File: src/rtl/log_spaced_table_interpolator_macros.svh
// Assertion macros for the log-spaced table interpolator.
// Included by files that check their own logic; no other dependencies.
`ifndef LOG_SPACED_TABLE_INTERPOLATOR_MACROS_SVH
`define LOG_SPACED_TABLE_INTERPOLATOR_MACROS_SVH
`ifndef SYNTHESIS
// Consequent must hold in the same cycle as the antecedent
`define LSTI_ASSERT_SAME(label, clk, rst_n, ante, cons) \
  label: assert property (@(posedge clk) disable iff (!rst_n) (ante) |-> (cons)) \
    else $error("assertion failed");
// Consequent must hold in the cycle after the antecedent
`define LSTI_ASSERT_NEXT(label, clk, rst_n, ante, cons) \
  label: assert property (@(posedge clk) disable iff (!rst_n) (ante) |=> (cons)) \
    else $error("assertion failed");
`else
`define LSTI_ASSERT_SAME(label, clk, rst_n, ante, cons)
`define LSTI_ASSERT_NEXT(label, clk, rst_n, ante, cons)
`endif
`endif

File: src/rtl/lsti_pkg.sv
// Shared types and constants of the log-spaced table interpolator.
// No dependencies.
package lsti_pkg;

  // ln 2 in unsigned Q0.32
  localparam logic [31:0] LN2_Q32 = 32'hB17217F8;
  localparam int unsigned LOG_FRAC = 24;
  // normalise stage plus one squaring stage per fraction bit
  localparam int unsigned LOG_LAT = LOG_FRAC + 1;
  localparam int unsigned IDX_LAT = 3;

  localparam logic [31:0] THRESHOLD_RESET = 32'd983040;
  localparam logic [23:0] SCALE_RESET = 24'd2504786;

  typedef enum logic [1:0] {
    REG_THRESHOLD = 2'd0,
    REG_SCALE     = 2'd1
  } lsti_reg_e;

  // sideband carried beside the arithmetic
  typedef struct packed {
    logic        kind;
    logic [6:0]  idx;
    logic [23:0] value;
    logic        ezero;
    logic        tzero;
  } lsti_side_t;

  typedef struct packed {
    logic zero;
    logic last;
  } lsti_flag_t;

endpackage

File: src/rtl/lsti_index.sv
// Table position from two logarithms: ln ratio times scale, three stages.
// Depends on lsti_pkg.
module lsti_index import lsti_pkg::*; (
  input  logic        clk_i,
  input  logic        en_i,
  input  logic [28:0] log_e_i,
  input  logic [28:0] log_t_i,
  input  logic        ezero_i,
  input  logic        tzero_i,
  input  logic [23:0] scale_i,
  output logic [28:0] s_o,
  output lsti_flag_t  flag_o
);

  logic signed [29:0] d;
  logic [28:0] d_q;
  logic [28:0] u_q;
  logic [28:0] s_q;
  logic [60:0] pu;
  logic [52:0] ps;
  lsti_flag_t  f1_q, f2_q, f3_q;

  assign d  = $signed({1'b0, log_e_i}) - $signed({1'b0, log_t_i});
  assign pu = 61'(d_q) * 61'(LN2_Q32);
  assign ps = 53'(u_q) * 53'(scale_i);

  // difference, sign handling, two products
  always_ff @(posedge clk_i) begin
    if (en_i) begin
      d_q       <= d[29] ? '0 : d[28:0];
      f1_q.zero <= ezero_i | (!tzero_i & d[29] & (scale_i != '0));
      f1_q.last <= !ezero_i & tzero_i;
      u_q       <= pu[60:32];
      f2_q      <= f1_q;
      s_q       <= ps[52:24];
      f3_q      <= f2_q;
    end
  end

  assign s_o    = s_q;
  assign flag_o = f3_q;

endmodule

File: config.mk
export PLATFORM = sky130hd
export DESIGN_NAME = lsti_index
export DESIGN_NICKNAME = d
export VERILOG_FILES = /design/src/rtl/log_spaced_table_interpolator_macros.svh /design/src/rtl/lsti_pkg.sv /design/src/rtl/lsti_index.sv
export SDC_FILE = /design/constraint.sdc
export NUM_CORES = 2
export LEC_CHECK = 0
export BUFFER_PORTS_ARGS = -buffer_cell sky130_fd_sc_hd__buf_2
export CAP_MARGIN = 20
export CORE_UTILIZATION = 70
export DETAILED_ROUTE_END_ITERATION = 10
export PLACE_DENSITY_LB_ADDON = 0.05
export SYNTH_ARGS = -nofsm -noshare
export SYNTH_HDL_FRONTEND = slang
export SYNTH_SLANG_ARGS = --single-unit
export TNS_END_PERCENT = 50
File: constraint.sdc
create_clock -name clk_i -period 14.3 [get_ports clk_i]
set_input_delay 2.145 -clock clk_i [delete_from_list [all_inputs] [get_ports clk_i]]
set_output_delay 2.145 -clock clk_i [all_outputs]
set_load 0.01 [all_outputs]
After elaboration in Yosys (flattened, before gate mapping)
Index checks and enable logic that the tools add are counted.
{ "word_totals": {"register_bits": 93, "word_cells": 19, "inputBits": 86, "output_inout_bits": 31} }
{ "classes": {"n_bitwise": 4, "addsub": 1, "n_reduce_logical": 3, "n_mul": 2} }
{ "ops": {"columns": ["operator", "n"], "rows": [
  ["$mul A29 B29 Y58 const B", 1],
  ["$mul A29 B24 Y53", 1],
  ["$sub A29 B29 Y30", 1],
  ["$reduce_bool A24 Y1", 1],
  ["$and A1 B1 Y1", 3],
  ["$logic_not A1 Y1", 2],
  ["$or A1 B1 Y1", 1]
]} }

Logic depth before layout (Yosys ltp)
{ "depth": {"depth_word": 4, "ltp_mapped": 26, "depth_no_buf": 24} }

Worst setup path after synthesis
Ideal clock, no wire load.
{ "synth_path": {"path_kind": "input to register", "from": "in scale_i[3]", "to": "reg s_q[14], in the netlist s_o[14], data pin", "setup_ns": 0.262, "path_stages": 24, "path_buffers": 2, "required_ns": 14.038, "arrival_ns": 8.385, "path_slack_ns": 5.654, "cell_sequence": "clkbuf_1 buf_1 nand2_1 fa_1 inv_1 fa_1 inv_1 fa_1 fa_1 inv_1 fa_1 fa_1 inv_1 fa_1 inv_1 ha_1 a21o_1 o21bai_1 nor4b_1 a31oi_2 a21bo_2 a221oi_1 o21ai_1 xor2_1"} }
{ "synth_via": {"elab_chain_cells": 1} }
{ "synth_lines": {"columns": ["element", "line_no", "source"], "rows": [
  ["from (decl)", "lsti_index.sv:10", "input logic [23:0] scale_i,"],
  ["$mul A29 B24 Y53", "lsti_index.sv:25", "assign ps = 53'(u_q) * 53'(scale_i);"],
  ["via ps[38]", "lsti_index.sv:20", "logic [52:0] ps;"],
  ["to (signal assigned)", "lsti_index.sv:35", "s_q <= ps[52:24];"],
  ["to (decl)", "lsti_index.sv:18", "logic [28:0] s_q;"]
]} }
The timed path passes the listed nets, and every way through them passes these cells.
A chain may end at the register's enable or synchronous reset.

Worst setup path in the final report
{ "layout_path": {"from": "in scale_i[3]", "to": "reg s_q[22], in the netlist s_o[22], data pin"} }
The elaborated chain is that of the path after synthesis.

==> flow_summary.yaml <==
logic_synthesis:
  synth_edf_count: 93
  synth_cells: 4239
  ys_seq_elements: 93
  ys.flop_type: "edfxtp_1"
  synth_fp_nets: 5763
  avgSynthCellArea_um2: 9.52
  yosysSeqAreaShare_pct: 6.92
  async_reset_ff_share_pct: 0
  syn_area_um2: 40400
  netlist-cell-type-count: 66
  yosysWarnings: 0
floorplanning:
  die_w_um: 242
  rows: 87
  core_um2: 56700
  initial_core_util_pct: 71.2
  dieArea_um2: 58600
  fp.dieH_um: 242
  ios: 117
cts:
  cts_root_buffer: "clkbuf_16"
  cts-buffers-inserted: 9
  ctsHoldBuffers: 0
  clk_latency_ps: 410
  cts_buffer_depth: 2
  clock-sinks: 93
  htreeDepth: 3
  post-cts-setup-buffers: 0
  cts.reportedPaths.clkPinSlew_ps: 80
  cts_resized: 0
  cts_tree: "built"
grt:
  grt_start_max_net_pins: 57
  antenna_found_initial: 1
  grt_usage_pct: 35.8
  grt_pass1_wl_mm: 161
  gr-total-overflow: 0
  first_global_vias: 30500
sta:
  fin_setup_tns_ps: 0
  drv_slew: 0
  clock_skew_ps: 9.72
  period_share_pct: 65.9
  min_period_ps: 9420
  setup_viol: 0
  grt_setup_unrepaired: "false"
  max_freq_ghz: 0.106
  hold-worst-slack_ps: 427
  finalHoldViolations: 0
  slew_headroom_pct: 18.2
  worstMarginPinSlew_ps: 1230
layout:
  area_delta_synth_final_pct: 3.87
  final_cell_mix: "inv_1, fa_1, ha_1, nand2_1, and2_1"
  final_nets: 5775
  diodes: 0
  fill_cells: 4258
  drive_gt1_share_pct: 4.25
  final_common_cell: "inv_1"
  stdcell_count: 5012
detailed_routing:
  drc: 0
  routed_via_density: 5.66
  drt_wl_total_mm: 98.1
  drt_pass1_iterations: 6
  drtIter0Drc: 2036
  via_count: 28400
  wl_per_cell_um: 19.6
  ant_nets: 0
worst_setup_path:
  setup.worst_path.class: "primary input to register"
  crit_chain: "buf_2, nand2_1, fa_1, inv_1, fa_1, inv_1, fa_1, fa_1, inv_1, fa_1, fa_1, inv_1, fa_1, inv_1, ha_1, a21o_1, o21bai_1, nor4b_1, a31oi_2, a31oi_1, o211ai_1, a41oi_1, xnor2_1"
  regToRegSetupSlack_ps: 5800
  slowest_stage: "a31oi_1"
  cp-start-kind: "primary input"
  r2r-start: "d_q[22]"
  cp.required_ps: 14460
  worst-r2r-cell-count: 24
  slowest_delay_ps: 740
  worstPathMaxFanout: 30
  worstReg2RegEnd: "u_q[28]"
  crit_arrival_ps: 9580
  path_common_cell: "fa_1"
  crit_path_end_kind: "register"
worst_hold_path:
  hold_end: "flag_o[0]"
  hp-start: "f2_q[0]"
  hold_path_depth: 0
  hold_class: "register to register"
place:
  place_congestion: 0.989
  dpl.hpwl_mm: 78.4
  portBuffers: 116
  placed_cells: 4996
outcome:
  outcome: "finished clean"
run:
  cap_violations: 0
-- per-stage QoR --
stage               utilization [%]  cell area [um^2]  setup WS [ps]
global route                   73.9             41900           4610
floorplan                         -             40400           5650
detailed placement             73.3             41600           4580
global placement               73.3             41600           4710
CTS                            73.9             41900           5020
finish                         73.9             41900           4880
-- kinds of logic after synthesis --
family                   count (synthesis)  synth area share, %
AO/OA/AOI/OAI                          320                 5.22
XOR/XNOR                                86                 1.87
adder cells (fa/ha/maj)               1438                 61.6
buffers and inverters                 1355                 12.6
flip-flops                              93                 6.92
multiplexers                             1               0.0279
AND/OR/NAND/NOR                        946                 11.8
-- synth_stat cells (4+ instances only) --
| cell | number | area (um^2) |
|---|---|---|
| o21bai_1 | 15 | 113 |
| edfxtp_1 | 93 | 2790 |
| xor2_1 | 33 | 289 |
| fa_1 | 916 | 18300 |
| a21oi_1 | 92 | 460 |
| ha_1 | 522 | 6530 |
| nor2b_1 | 9 | 56.3 |
| a221oi_1 | 8 | 70.1 |
| nand3_1 | 19 | 95.1 |
| a211oi_1 | 11 | 82.6 |
| xnor2_1 | 53 | 464 |
| nor2_1 | 70 | 263 |
| clkbuf_1 | 143 | 537 |
| and2_1 | 371 | 2320 |
| o21a_1 | 9 | 67.6 |
| inv_1 | 1207 | 4530 |
| nor3_1 | 14 | 70.1 |
| nand2_1 | 390 | 1460 |
| nand2b_1 | 7 | 43.8 |
| o21ai_0 | 46 | 230 |
| nand4_1 | 17 | 106 |
| o21ai_1 | 17 | 85.1 |
| and3_1 | 21 | 131 |
| a31oi_1 | 14 | 87.6 |
| o31a_1 | 4 | 35.0 |
| a21o_1 | 57 | 428 |
| o211ai_1 | 9 | 67.6 |
| nor4_1 | 7 | 43.8 |
| and4_1 | 6 | 52.6 |
| or2_2 | 4 | 25.0 |
-- critical path: cells and delay by family --
kind	cells	cell delay (ps)
adders and majority gates	8	3840
AOI/OAI and AO/OA	6	2130
buffers and inverters	6	860
and+or+nand+nor	2	500
xor gates and xnor gates	1	80
-- state kept, by name, indices dropped and copies added, names as in the netlist --
| register | flops |
|---|---|
| f2_q | 2 |
| f1_q | 2 |
| u_q | 29 |
| flag_o | 2 |
| d_q | 29 |
| s_o | 29 |
-- how the worst max path moves through the flow --
| stage | startpoint | slack, ps | end |
|---|---|---|---|
| final | scale_i[3] | 4880 | s_o[22] |
| after global routing | scale_i[3] | 4610 | s_o[22] |
| after CTS | scale_i[3] | 5020 | s_o[22] |
| after detailed placement | scale_i[3] | 4580 | s_o[22] |
| after global placement | scale_i[3] | 4710 | s_o[22] |
| after floorplan | scale_i[3] | 5650 | s_o[14] |
-- layer usage --
layer,GRT usage [%],vias up,wire (um)
met5,0,-,10
met4,13.8,2,4330
met3,7.71,255,9070
met2,58.0,1259,46200
met1,47.3,14200,38500
li1,-,12600,-
-- cell type report --
type | instances | area, um^2 | area share, %
Multi-Input combinational cell | 2791 | 32500 | 77.5
Inverter | 1207 | 4530 | 10.8
Sequential cell | 93 | 2790 | 6.66
Tap cell | 756 | 946 | 2.26
Timing Repair Buffer | 149 | 831 | 1.98
Clock buffer | 9 | 225 | 0.537
Clock inverter | 7 | 115 | 0.274
Power is left out: the tool's default activity adds up to more than one toggle a clock period on the data nets, which glitch-free logic cannot reach.
