[config.mk]
export PLATFORM = sky130hd
export DESIGN_NAME = lsti_interp
export DESIGN_NICKNAME = d
export VERILOG_FILES = /design/src/rtl/log_spaced_table_interpolator_macros.svh /design/src/rtl/lsti_pkg.sv /design/src/rtl/lsti_interp.sv
export SDC_FILE = /design/constraint.sdc
export NUM_CORES = 1
export LEC_CHECK = 0
export CAP_MARGIN = 20
export CORE_ASPECT_RATIO = 1.1
export CORE_MARGIN = 10
export CORE_UTILIZATION = 49
export CTS_BUF_LIST = sky130_fd_sc_hd__clkbuf_16
export CTS_CLUSTER_DIAMETER = 150
export DETAILED_ROUTE_END_ITERATION = 7
export DONT_BUFFER_PORTS = 1
export PLACE_DENSITY = 0.73
export SLEW_MARGIN = 20
export SYNTH_ARGS = -nofsm -noshare
export SYNTH_HDL_FRONTEND = slang
export SYNTH_SLANG_ARGS = --single-unit
export TNS_END_PERCENT = 10
[constraint.sdc]
create_clock -name clk_i -period 11.4 [get_ports clk_i]
set_input_delay 1.14 -clock clk_i [delete_from_list [all_inputs] [get_ports clk_i]]
set_output_delay 1.14 -clock clk_i [all_outputs]
set_load 0.03 [all_outputs]
[src/rtl/log_spaced_table_interpolator_macros.svh]
// Assertion macros for the log-spaced table interpolator.
// Included by files that check their own logic; no other dependencies.
`ifndef LOG_SPACED_TABLE_INTERPOLATOR_MACROS_SVH
`define LOG_SPACED_TABLE_INTERPOLATOR_MACROS_SVH
`ifndef SYNTHESIS
// Consequent must hold in the same cycle as the antecedent
`define LSTI_ASSERT_SAME(label, clk, rst_n, ante, cons) \
  label: assert property (@(posedge clk) disable iff (!rst_n) (ante) |-> (cons)) \
    else $error("assertion failed");
// Consequent must hold in the cycle after the antecedent
`define LSTI_ASSERT_NEXT(label, clk, rst_n, ante, cons) \
  label: assert property (@(posedge clk) disable iff (!rst_n) (ante) |=> (cons)) \
    else $error("assertion failed");
`else
`define LSTI_ASSERT_SAME(label, clk, rst_n, ante, cons)
`define LSTI_ASSERT_NEXT(label, clk, rst_n, ante, cons)
`endif
`endif

[src/rtl/lsti_pkg.sv]
// Shared types and constants of the log-spaced table interpolator.
// No dependencies.
package lsti_pkg;

  // ln 2 in unsigned Q0.32
  localparam logic [31:0] LN2_Q32 = 32'hB17217F8;
  localparam int unsigned LOG_FRAC = 24;
  // normalise stage plus one squaring stage per fraction bit
  localparam int unsigned LOG_LAT = LOG_FRAC + 1;
  localparam int unsigned IDX_LAT = 3;

  localparam logic [31:0] THRESHOLD_RESET = 32'd983040;
  localparam logic [23:0] SCALE_RESET = 24'd2504786;

  typedef enum logic [1:0] {
    REG_THRESHOLD = 2'd0,
    REG_SCALE     = 2'd1
  } lsti_reg_e;

  // sideband carried beside the arithmetic
  typedef struct packed {
    logic        kind;
    logic [6:0]  idx;
    logic [23:0] value;
    logic        ezero;
    logic        tzero;
  } lsti_side_t;

  typedef struct packed {
    logic zero;
    logic last;
  } lsti_flag_t;

endpackage

[src/rtl/lsti_interp.sv]
// Linear interpolation between two table words, clamped to a non-negative result.
// Depends on lsti_pkg.
module lsti_interp import lsti_pkg::*; (
  input  logic        clk_i,
  input  logic        en_i,
  input  logic [23:0] t0_i,
  input  logic [23:0] t1_i,
  input  logic [15:0] frac_i,
  input  logic        zero_i,
  output logic [22:0] result_o
);

  logic signed [24:0] diff;
  logic signed [41:0] prod;
  logic signed [41:0] prod_q;
  logic signed [23:0] t0_q;
  logic               zero_q;
  logic signed [25:0] q;
  logic signed [26:0] r;

  assign diff = $signed({t1_i[23], t1_i}) - $signed({t0_i[23], t0_i});
  assign prod = 42'(diff) * $signed({26'd0, frac_i});

  // hold the product for the next stage
  always_ff @(posedge clk_i) begin
    if (en_i) begin
      prod_q <= prod;
      t0_q   <= $signed(t0_i);
      zero_q <= zero_i;
    end
  end

  // floor divide by 65536, add the base word, clamp
  assign q = 26'(prod_q >>> 16);
  assign r = 27'(t0_q) + 27'(q);
  assign result_o = (zero_q || r[26] || r == '0) ? '0 : r[22:0];

endmodule

## Yosys cells after proc, flatten, opt, wreduce, memory -nomap -nowiden

Cells that the tools add are included.

- Multipliers: 1
- Muxes and demuxes: 1
- Reduce and logical (&&, ||, !) cells: 3
- Order comparisons: 0
- Eq/ne operators: 0
- Add/sub/neg operators: 2
- Shift-type cells: 0
- Divide/modulo/power cells: 0
- Bitwise logic cells: 0

Operator list:

| cell | count |
|---|---|
| 25-bit by 17-bit multiplier with 42-bit output | 1 |
| 24-bit by 26-bit adder with 27-bit output | 1 |
| 27-bit logical NOT | 1 |
| 24-bit by 24-bit subtractor with 25-bit output | 1 |
| 23-bit 2-to-1 mux | 1 |
| 1-bit logical OR | 2 |

- Bits in writable memories: 0
- Word-level logic and storage cells: 10
- Latch bits: 0
- Bits in read-only memories: 0
- Memories kept: 0
- Flip-flop bits (word level): 67
- Output and inout port bits: 23

## Logic depth before layout (Yosys ltp)

- Depth in word-level cells: 4
- Depth in mapped cells: 35
- Depth with buffers taken out: 34

## Worst setup path before layout

OpenSTA, ideal clock, no wires.

- Path type: input-to-reg
- Start: input port t1_i[0]
- End: register prod_q[37] (data pin)
- Data arrival time: 8554 ps
- Stages: 31
- Setup slack: 2589 ps
- Library setup time: 258 ps
- Path through: inv_1 -> ha_1 -> fa_1 -> nor2b_1 -> o21a_1 -> o21ai_1 -> a211oi_2 -> and4bb_4 -> o311ai_4 -> a211oi_1 -> a211o_1 -> buf_2 -> and2_1 -> fa_1 -> inv_1 -> fa_1 -> fa_1 -> fa_1 -> fa_1 -> fa_1 -> inv_1 -> ha_1 -> nand4_1 -> inv_1 -> a221oi_1 -> nor2_1 -> a41o_1 -> a311oi_1 -> o31ai_1 -> a21oi_1 -> xnor2_1

- Word-level cells in the longest chain between the ends: 2

Ends and longest elaborated chain:

| element | RTL line | RTL |
|---|---|---|
| start, declared | lsti_interp.sv:7 | `input logic [23:0] t1_i,` |
| 24-bit by 24-bit subtractor with 25-bit output | lsti_interp.sv:21 | `assign diff = $signed({t1_i[23], t1_i}) - $signed({t0_i[23], t0_i});` |
| 25-bit by 17-bit multiplier with 42-bit output | lsti_interp.sv:22 | `assign prod = 42'(diff) * $signed({26'd0, frac_i});` |
| named net prod[37] | lsti_interp.sv:14 | `logic signed [41:0] prod;` |
| end signal, assigned | lsti_interp.sv:27 | `prod_q <= prod;` |
| end, declared | lsti_interp.sv:15 | `logic signed [41:0] prod_q;` |

The timed path passes the listed nets, and every way through them passes these cells.
A chain may end at the register's enable or synchronous reset.

## Final worst setup path

Same ends and word-level chain as after synthesis.

==> run_results.csv <==
group,metric,value,unit
critical_path,crit_path_frequent_cell,"fa_1",
synthesis,net_count_synth,2586,
routing,drc,0,
layout,layout-area-overhead-vs-synth,3.90,%
global_routing,grt_total_ovfl,0,
clock_tree,cts-htree-levels,2,
layout,layout.cells.most_common,"inv_1",
global_routing,gr-usage-met1,0.258,
critical_path,data_required_time_of_the_worst_path,11.46,ns
layout,final_cell_mix,"inv_1, fa_1, nand2_1",
place,gp_congestion,0.913,
min_path,hold_path_startpoint,"t0_i[0]",
critical_path,timing.critical_path.slowest_stage_cell,"xor2_2",
critical_path,critical_path.startpoint,"t1_i[0]",
sta,setup_viol,0,
synthesis,post_synth_num_cell_types,64,
synthesis,synth_enable_flop_cells,51,
layout,diodes,0,
sta,achievable-frequency,106,MHz
floorplanning,dieHeight,221,um
routing,detail_route.vias_per_cell,5.42,
layout,final_stage_net_count,2549,
critical_path,worst-endpoint-arrival,9.54,ns
floorplanning,fp-row-count,73,
critical_path,critical_path_peak_fanout,16,
routing,wl_per_cell,18.6,um
synthesis,post_synth_design_cell_area,0.0180,mm^2
flow_run,cap_violations,0,
clock_tree,clk_pin_slew_worst_paths,0.07,ns
floorplanning,floorplan.initialDensity,0.496,
clock_tree,clock_tree.root_cell,"clkbuf_16",
min_path,hold_depth,0,
place,port_buffers,0,
sta,worst-slew-pin-transition,1.09,ns
clock_tree,cts-buffers-inserted,5,
sta,final_period_minus_worst_setup_slack,9.48,ns
floorplanning,core-area,0.0363,mm^2
routing,antenna_violating_nets_post_route,0,
global_routing,grt_use_met2,0.345,
floorplanning,die_w,203,um
synthesis,yosysWarningCount,0,
routing,first_pass_iters,5,
sta,final.setup.tns,0,ns
clock_tree,max-clock-path-buffers,2,
clock_tree,cts_resized,0,
layout,fillCellCount,3266,
min_path,min_to,"t0_q[0]$_DFFE_PP_",
sta,final_hold_vios,0,
global_routing,grt.met3_usage,0.0387,
critical_path,cp_slowest_stage_delay,0.73,ns
sta,grt_setup_unrepaired,"no",
clock_tree,cts_tree,"done",
layout,fraction_of_final_layout_cells_with_drive_strength_greater_than_1,0.0252,
critical_path,critical_path.startpoint_type,"input pin",
synthesis,post_synthesis_area_per_instance,9.11,um^2
global_routing,grt_start_max_net_pins,52,
global_routing,antenna_found_initial,0,
place,post-dp-hpwl,36200,um
sta,maxSlewViolCount,0,
critical_path,worst_setup_path_end_kind,"register",
critical_path,timing_worst_setup_path_type,"input pin to register",
global_routing,grt.busiest_layer,"met2",
routing,vias,13150,
synthesis,yosys_most_used_dff,"edfxtp_1",
min_path,hold_class,"input pin to register",
status,result_of_the_run,"finished clean",
clock_tree,holdBufCountCts,0,
global_routing,global_route_wire_length_before_repair,73400,um
clock_tree,numClockSinks,51,
synthesis,synth.ff_latch_count,51,
global_routing,grt_pass1_vias,14161,
global_routing,groute.usage.overall,0.204,
synthesis,post_synth_inst_count,1977,
routing,dr.first_iter.drc_count,881,
sta,final_min_period_over_clock_period,0.831,
synthesis,seq_area_frac_synth,0.0851,
synthesis,async_flop_share,0,
floorplanning,pin_count,90,
routing,route.final.wire_length,45200,um
floorplanning,floorplan.die_area,0.0448,mm^2
clock_tree,cts_setup_buffers,0,
sta,slew_headroom,0.271,
==> layout make-up <==
cell class,count,area [um^2],area share
multi-input cells,1361,14400,0.769
inverters,503,1890,0.101
flip-flops and latches,51,1530,0.0819
well taps,487,609,0.0326
repair buffers,18,135,0.00722
clock buffers,5,125,0.00669
clock inverters,3,28.8,0.00154
==> per-layer routing <==
metal  routed length, um  part of all wire
met3                3980             0.088
met1               17700              0.39
met5                   0                 0
met4                1450             0.032
met2               22100              0.49
==> cell families (layout without fill, tap and decap cells) <==
family | Yosys count | in the layout | share of synthesized area
multiplexers | 1 | 1 | 0.000556
AND/OR/NAND/NOR | 572 | 572 | 0.157
flip-flops | 51 | 51 | 0.0851
adder cells (fa/ha/maj) | 542 | 542 | 0.540
buffers and inverters | 565 | 529 | 0.119
XOR/XNOR | 69 | 69 | 0.0340
AO/OA/AOI/OAI | 177 | 177 | 0.0649
==> registers in the layout, summed over array words and instances (netlist names) <==
| register | flops |
|---|---|
| prod_q | 26 |
| t0_q | 24 |
| zero_q | 1 |
==> worst max-delay path, delay by kind of cell <==
family / cells / cell delay, ns
AO/OA/AOI/OAI: 12 / 2.73
adder cells (fa/ha/maj): 9 / 4.05
AND/OR/NAND/NOR: 4 / 0.61
XOR/XNOR: 2 / 0.81
buffers and inverters: 4 / 0.17
==> cells in the mapped netlist (6+ instances only) <==
| cell type | count | area [um^2] |
|---|---|---|
| inv_1 | 503 | 1890 |
| fa_1 | 391 | 7830 |
| nand2_1 | 257 | 965 |
| and2_1 | 153 | 957 |
| ha_1 | 151 | 1890 |
| a21oi_1 | 55 | 275 |
| edfxtp_1 | 51 | 1530 |
| clkbuf_1 | 50 | 188 |
| nor2_1 | 48 | 180 |
| xnor2_1 | 44 | 385 |
| nor2b_1 | 31 | 194 |
| a21o_1 | 29 | 218 |
| o21ai_0 | 24 | 120 |
| xor2_1 | 24 | 210 |
| nand2b_1 | 17 | 106 |
| nand3_1 | 14 | 70.1 |
| o21a_1 | 13 | 97.6 |
| nor3_1 | 12 | 60.1 |
| buf_2 | 10 | 50.1 |
| and3_1 | 7 | 43.8 |
| o211ai_1 | 7 | 52.6 |
| o21ai_1 | 7 | 35.0 |
| a211oi_1 | 6 | 45.0 |
| nand4_1 | 6 | 37.5 |
==> metrics by stage <==
step | hold WS [ns] | util | std cells | worst slack (ns) | area, um^2
after floorplan | 1.24 | - | 1977 | 2.59 | 18000
after global placement | 1.24 | 0.512 | 2420 | 1.79 | 18600
after detailed placement | 1.24 | 0.512 | 2420 | 1.69 | 18600
after CTS | 0.922 | 0.516 | 2428 | 1.98 | 18700
after global routing | 0.917 | 0.516 | 2428 | 1.44 | 18700
final | 0.928 | 0.516 | 2428 | 1.92 | 18700
==> how the worst max path moves through the flow <==
stage,end
6_report,prod_q[37]$_DFFE_PP_
3_3_place_gp,prod_q[37]$_DFFE_PP_
2_1_floorplan,prod_q[37]$_DFFE_PP_
3_5_place_dp,prod_q[37]$_DFFE_PP_
5_1_grt,prod_q[37]$_DFFE_PP_
4_1_cts,prod_q[37]$_DFFE_PP_
Power is not shown: default switching activity piles up to over one toggle a cycle in this logic, so the estimate is an artifact.
